### src/rtl/core/rvx_pkg.sv
`timescale 1ns / 1ps
// ----------------------------------------------------------------------------
// rvx_pkg
// Shared constants, codes and types of the RV32IM instruction executor.
// ----------------------------------------------------------------------------
package rvx_pkg;

   localparam int unsigned MEM_BYTES_DEFAULT = 65536;

   // major opcodes
   localparam logic [6:0] OPC_OP     = 7'd51;
   localparam logic [6:0] OPC_LOAD   = 7'd3;
   localparam logic [6:0] OPC_OPIMM  = 7'd19;
   localparam logic [6:0] OPC_JALR   = 7'd103;
   localparam logic [6:0] OPC_SYSTEM = 7'd115;
   localparam logic [6:0] OPC_STORE  = 7'd35;
   localparam logic [6:0] OPC_BRANCH = 7'd99;
   localparam logic [6:0] OPC_AUIPC  = 7'd23;
   localparam logic [6:0] OPC_LUI    = 7'd55;
   localparam logic [6:0] OPC_JAL    = 7'd111;

   // funct7 values
   localparam logic [6:0] F7_BASE   = 7'd0;
   localparam logic [6:0] F7_ALT    = 7'd32;
   localparam logic [6:0] F7_MULDIV = 7'd1;

   localparam logic [31:0] ECALL_WORD = 32'h0000_0073;

   // environment call register numbers and service codes
   localparam logic [4:0]  A0_INDEX      = 5'd10;
   localparam logic [4:0]  A1_INDEX      = 5'd11;
   localparam logic [31:0] EC_PRINT_INT  = 32'd1;
   localparam logic [31:0] EC_PRINT_STR  = 32'd4;
   localparam logic [31:0] EC_EXIT       = 32'd10;
   localparam logic [31:0] EC_PRINT_CHAR = 32'd11;

   // instruction classes handed from front to back
   typedef logic [3:0] class_type;
   localparam class_type CL_ALU_R   = 4'd0;
   localparam class_type CL_ALU_I   = 4'd1;
   localparam class_type CL_MUL     = 4'd2;
   localparam class_type CL_DIV     = 4'd3;
   localparam class_type CL_LOAD    = 4'd4;
   localparam class_type CL_STORE   = 4'd5;
   localparam class_type CL_BRANCH  = 4'd6;
   localparam class_type CL_JAL     = 4'd7;
   localparam class_type CL_JALR    = 4'd8;
   localparam class_type CL_AUIPC   = 4'd9;
   localparam class_type CL_LUI     = 4'd10;
   localparam class_type CL_ECALL   = 4'd11;
   localparam class_type CL_ILLEGAL = 4'd12;

   // result status
   typedef logic [2:0] status_type;
   localparam status_type ST_OK          = 3'd0;
   localparam status_type ST_ILLEGAL     = 3'd1;
   localparam status_type ST_LOAD_FAULT  = 3'd2;
   localparam status_type ST_STORE_FAULT = 3'd3;
   localparam status_type ST_ECALL       = 3'd4;
   localparam status_type ST_EXIT        = 3'd5;
   localparam status_type ST_HALTED      = 3'd6;

   typedef struct packed {
      logic [31:0] instruction;
      class_type   op_class;
   } item_type;

endpackage

### src/rtl/core/rvx_if.sv
`timescale 1ns / 1ps
// ----------------------------------------------------------------------------
// rvx channel interfaces
// Request, response and configuration channels with valid/ready handshake.
// ----------------------------------------------------------------------------
interface rvx_req_if;
   logic        valid;
   logic        ready;
   logic [31:0] instruction;
   modport source (output valid, output instruction, input ready);
   modport sink   (input valid, input instruction, output ready);
endinterface


### src/rtl/core/rvx_front.sv
`timescale 1ns / 1ps
// ----------------------------------------------------------------------------
// rvx_front
// Accepts instruction requests, classifies them and queues them (two entries).
// ----------------------------------------------------------------------------
module rvx_front (
   input  logic              clock,
   input  logic              reset,
   rvx_req_if.sink           req,
   input  logic              hold,
   output logic              q_valid,
   output rvx_pkg::item_type q_item,
   input  logic              q_pop
);

   function automatic rvx_pkg::class_type classify(input logic [31:0] ins);
      logic [6:0] opc;
      logic [2:0] f3;
      logic [6:0] f7;
      rvx_pkg::class_type cl;
      opc = ins[6:0];
      f3  = ins[14:12];
      f7  = ins[31:25];
      cl  = rvx_pkg::CL_ILLEGAL;
      case (opc)
         rvx_pkg::OPC_OP: begin
            if (f7 == rvx_pkg::F7_BASE) begin
               cl = rvx_pkg::CL_ALU_R;
            end else if (f7 == rvx_pkg::F7_ALT && f3 inside {3'd0, 3'd5}) begin
               cl = rvx_pkg::CL_ALU_R;
            end else if (f7 == rvx_pkg::F7_MULDIV && f3 inside {3'd0, 3'd1}) begin
               cl = rvx_pkg::CL_MUL;
            end else if (f7 == rvx_pkg::F7_MULDIV && f3 inside {3'd4, 3'd6}) begin
               cl = rvx_pkg::CL_DIV;
            end
         end
         rvx_pkg::OPC_OPIMM: begin
            if (f3 == 3'd1) begin
               if (f7 == rvx_pkg::F7_BASE) cl = rvx_pkg::CL_ALU_I;
            end else if (f3 == 3'd5) begin
               if (f7 == rvx_pkg::F7_BASE || f7 == rvx_pkg::F7_ALT) cl = rvx_pkg::CL_ALU_I;
            end else begin
               cl = rvx_pkg::CL_ALU_I;
            end
         end
         rvx_pkg::OPC_LOAD: begin
            if (f3 inside {3'd0, 3'd1, 3'd2, 3'd4, 3'd5}) cl = rvx_pkg::CL_LOAD;
         end
         rvx_pkg::OPC_STORE: begin
            if (f3 inside {[3'd0:3'd2]}) cl = rvx_pkg::CL_STORE;
         end
         rvx_pkg::OPC_BRANCH: begin
            if (!(f3 inside {3'd2, 3'd3})) cl = rvx_pkg::CL_BRANCH;
         end
         rvx_pkg::OPC_JAL:   cl = rvx_pkg::CL_JAL;
         rvx_pkg::OPC_JALR: begin
            if (f3 == 3'd0) cl = rvx_pkg::CL_JALR;
         end
         rvx_pkg::OPC_AUIPC: cl = rvx_pkg::CL_AUIPC;
         rvx_pkg::OPC_LUI:   cl = rvx_pkg::CL_LUI;
         rvx_pkg::OPC_SYSTEM: begin
            if (ins == rvx_pkg::ECALL_WORD) cl = rvx_pkg::CL_ECALL;
         end
         default: cl = rvx_pkg::CL_ILLEGAL;
      endcase
      return cl;
   endfunction

   rvx_pkg::item_type ent_ff [2];
   logic              wr_ptr_ff, wr_ptr_in;
   logic              rd_ptr_ff, rd_ptr_in;
   logic [1:0]        count_ff, count_in;
   logic              push;
   rvx_pkg::item_type new_item;

   // accept while there is room and the memory sweep is done
   assign req.ready = (count_ff != 2'd2) && !hold;
   assign push      = req.valid && req.ready;

   assign new_item.instruction = req.instruction;
   assign new_item.op_class    = classify(req.instruction);

   assign q_valid = (count_ff != 2'd0);
   assign q_item  = ent_ff[rd_ptr_ff];

   // advance pointers and count
   always_comb begin
      wr_ptr_in = wr_ptr_ff ^ push;
      rd_ptr_in = rd_ptr_ff ^ q_pop;
      count_in  = count_ff + {1'b0, push} - {1'b0, q_pop};
   end

   always_ff @(posedge clock) begin
      if (reset) begin
         wr_ptr_ff <= 1'b0;
         rd_ptr_ff <= 1'b0;
         count_ff  <= 2'd0;
      end else begin
         wr_ptr_ff <= wr_ptr_in;
         rd_ptr_ff <= rd_ptr_in;
         count_ff  <= count_in;
      end
   end

   // hold queued requests
   always_ff @(posedge clock) begin
      if (push) begin
         ent_ff[wr_ptr_ff] <= new_item;
      end
   end

endmodule

### src/flat_wrapper.sv
// flat-port wrapper written by rule: the top's interface ports become plain ports
module rvx_front_flat 
  (clock, reset, hold, q_valid, q_item, q_pop, req_valid, req_instruction, req_ready);
  rvx_req_if req_i ();
  input  logic clock;
  input  logic reset;
  input  logic hold;
  output logic q_valid;
  output rvx_pkg::item_type q_item;
  input  logic q_pop;
  input wire logic [$bits(req_i.valid)-1:0] req_valid;
  input wire logic [$bits(req_i.instruction)-1:0] req_instruction;
  output wire logic [$bits(req_i.ready)-1:0] req_ready;
  assign req_i.valid = req_valid;
  assign req_i.instruction = req_instruction;
  assign req_ready = req_i.ready;
  rvx_front u_core (.clock(clock), .reset(reset), .req(req_i), .hold(hold), .q_valid(q_valid), .q_item(q_item), .q_pop(q_pop));
endmodule
### config.mk
export PLATFORM = sky130hd
export DESIGN_NAME = rvx_front_flat
export DESIGN_NICKNAME = d
export VERILOG_FILES = /design/src/rtl/core/rvx_pkg.sv /design/src/rtl/core/rvx_if.sv /design/src/rtl/core/rvx_front.sv /design/src/flat_wrapper.sv
export SDC_FILE = /design/constraint.sdc
export NUM_CORES = 1
export LEC_CHECK = 0
export BUFFER_PORTS_ARGS = -buffer_cell sky130_fd_sc_hd__buf_2
export CAP_MARGIN = 15
export CORE_ASPECT_RATIO = 0.6
export CORE_UTILIZATION = 40
export CTS_CLUSTER_DIAMETER = 150
export DETAILED_ROUTE_END_ITERATION = 12
export GPL_ROUTABILITY_DRIVEN = 0
export GPL_TIMING_DRIVEN = 1
export PLACE_DENSITY = 0.6
export RECOVER_POWER = 25
export SYNTH_ARGS = -nofsm -noshare
export SYNTH_HDL_FRONTEND = slang
export SYNTH_SLANG_ARGS = --single-unit
### constraint.sdc
create_clock -name clock -period 4.3 [get_ports clock]
set_input_delay 0.215 -clock clock [delete_from_list [all_inputs] [get_ports clock]]
set_output_delay 0.215 -clock clock [all_outputs]
set_load 0.1 [all_outputs]
==> impl_metrics.env <==
export IMPL_finalHoldViolCount=0
export IMPL_coreArea_um2=7883
export IMPL_ant_nets=0
export IMPL_area_delta_synth_final_pct=22.86
export IMPL_yosysMostFrequentCell="edfxtp_1"
export IMPL_cp_slowest_stage_delay_ps=940
export IMPL_nets=322
export IMPL_status="complete, no violations"
export IMPL_cts_buffers=9
export IMPL_grt_pass1_vias=1954
export IMPL_row_count=25
export IMPL_drc=0
export IMPL_finalSetupViolCount=0
export IMPL_hpwl_um=4266
export IMPL_max_cap_viol_count=0
export IMPL_cts_tree="yes"
export IMPL_ys_warn_count=0
export IMPL_cts_root_buf="clkbuf_16"
export IMPL_synthTopCellsByArea="edfxtp_1, mux2_2, dfxtp_1"
export IMPL_path_class="reg -> out"
export IMPL_place_worst_setup_slack_ps=2291
export IMPL_synth_cells=204
export IMPL_clock_latency_ps=330
export IMPL_cts_sinks=76
export IMPL_crit_chain="mux2_2 > buf_2"
export IMPL_hold_ws_ps=78.44
export IMPL_power_density_nw_per_um2=543.0
export IMPL_antenna_found_initial=0
export IMPL_via_count=1975
export IMPL_cp_arrival_ps=2040
export IMPL_finalMaxSlewViolations=0
export IMPL_clk_pin_slew_ps=50
export IMPL_synth_seq_area_share=0.6861
export IMPL_avgRoutedWirePerCell_um=16.07
export IMPL_synth_xor_area_share=0.01072
export IMPL_worst_setup_path_end_kind="output port"
export IMPL_wirelength_um=6333
export IMPL_finalPower_mw=2.180
export IMPL_synthAdderAreaFrac=0.01531
export IMPL_die_h_um=72.02
export IMPL_clock_path_buffers=2
export IMPL_critical_path_top_delay_family="flip-flops"
export IMPL_crit_slowest_cell="dfxtp_2"
export IMPL_fin_setup_tns_ps=0
export IMPL_vias_per_cell=5.013
export IMPL_drive_gt1_frac=0.3986
export IMPL_power_internal_mw=1.469
export IMPL_grt_max_degree=38
export IMPL_synthTopCellsByCount="edfxtp_1, mux2_2, nor2_1"
export IMPL_cts_resized=0
export IMPL_dr_pass1_iters=6
export IMPL_slew_headroom=0.3768
export IMPL_critPathBufInv=1
export IMPL_grt_overflow=0
export IMPL_synth_area_um2=3268
export IMPL_drt_iter0_drc=114
export IMPL_synth_area_per_cell_um2=16.02
export IMPL_synth_nets=245
export IMPL_combPwrFrac=0.231
export IMPL_ys_ff_latch=76
export IMPL_seqPwrFrac=0.408
export IMPL_timing_final_ws_setup_ps=2047
export IMPL_synth_top_cell_by_area="edfxtp_1"
export IMPL_p_sw_frac=0.3261
export IMPL_cp_max_fo=37
export IMPL_grt_pass1_wl_um=10190
export IMPL_hp_class="in -> reg"
export IMPL_synth_edf_count=72
export IMPL_start_util=0.4146
export IMPL_track_usage=0.1616
export IMPL_fill_cells=702
export IMPL_synth_compound_area_frac=0.04556
export IMPL_synthArstFlopShare=0
export IMPL_synthFlopType="edfxtp_1"
export IMPL_hold_buffers=0
export IMPL_ir_drop_mv=0.2625
export IMPL_num_io_pins=75
export IMPL_die_area_um2=8547
export IMPL_cts_htree_levels=3
export IMPL_synthSimpleGateAreaFrac=0.09380
export IMPL_portBuffers=74
export IMPL_fin_crit_sh=0.5240
export IMPL_post_cts_setup_buffer_count=0
export IMPL_p_switching_uw=711.0
export IMPL_start_kind="flip-flop"
export IMPL_antenna_cells=0
export IMPL_die_width_um=118.7
export IMPL_synthMuxAreaShare=0.1240
export IMPL_yosys_area_top_type_share=0.6616
export IMPL_clock_skew_final_ps=5.226
export IMPL_worst_slew_pin_slew_ps=934.7
export IMPL_min_period_ps=2253
export IMPL_max_freq_mhz=443.8
export IMPL_leakage_nw=1.398
export IMPL_clock_power_share=0.361
export IMPL_synth_top_family_by_area="multiplexers"
export IMPL_yosysUniqueCellTypes=44
export IMPL_grt_setup_unrepaired="false"
export IMPL_worstPathRequired_ps=4090
## layout make-up
type	instances	area, um2	area share
flip-flops and latches	76	2243	0.5587
inverters	7	26.28	0.006544
repair buffers	74	341.6	0.08507
multi-input cells	113	950.9	0.2368
clock buffers	10	229.0	0.05703
well taps	108	135.1	0.03366
clock inverters	6	88.84	0.02213
## power by group through the flow
stage | combinational [mW] | sequential, mW | clock (mW)
2_1_floorplan | 0.438 | 0.887 | 0
3_3_place_gp | 0.507 | 0.904 | 0
3_5_place_dp | 0.508 | 0.905 | 0
4_1_cts | 0.510 | 0.890 | 0.805
5_1_grt | 0.525 | 0.895 | 0.832
6_report | 0.504 | 0.889 | 0.787
## state kept, by name, indices dropped and copies added (netlist names)
name and count:
u_core.wr_ptr_ff 1, u_core.rd_ptr_ff 1, u_core.ent_ff 72, u_core.count_ff 2
## logic make-up after synthesis
logic type	count (synthesis)
muxes	36
buffers and inverters	15
and+or+nand+nor	48
adders and majority gates	4
DFF	76
AOI/OAI and AO/OA	21
xor gates and xnor gates	4
## worst paths after layout
check / start / end / slack (ps) / cells after the start
worst min register to register: u_core.wr_ptr_ff / u_core.wr_ptr_ff / 610 / 3
worst max-delay path: u_core.rd_ptr_ff / q_item[33] / 2050 / 2
worst max register to register: u_core.count_ff[0] / u_core.ent_ff[0][10] / 2320 / 4
worst min-delay path: reset / u_core.rd_ptr_ff / 80 / 2
## routing by layer
metal	GRT usage	share of wire
met1	0.2223	0.49
met2	0.2242	0.41
met5	0	0
met4	0.07876	0.018
met3	0.06211	0.076
## through the flow
stage	utilization	std cells	area (um2)
final	0.5094	394	4015
after CTS	0.5130	394	4044
after floorplan	-	204	3268
after detailed placement	0.4727	378	3726
after global routing	0.5094	394	4015
after global placement	0.4727	378	3726
## placed cells by master, fill, tap and decap left out, types with 3 or more instances in the layout
| master | n |
|---|---|
| a21oi_1 | 4 |
| a31oi_1 | 3 |
| buf_2 | 51 |
| clkbuf_1 | 24 |
| clkbuf_16 | 9 |
| dfxtp_1 | 3 |
| edfxtp_1 | 72 |
| inv_1 | 7 |
| mux2_2 | 36 |
| nand2_1 | 7 |
| nand2b_1 | 4 |
| nand4_1 | 3 |
| nor2_1 | 9 |
| nor4_1 | 4 |
| o21ai_0 | 4 |
## worst register-to-register path, stage by stage, from the launching register on
cell and delay, ps:
dfxtp_1 320, inv_1 60, a21oi_1 170, and2_1 220, ha_2 830
Power figures use the tool's default switching activity.
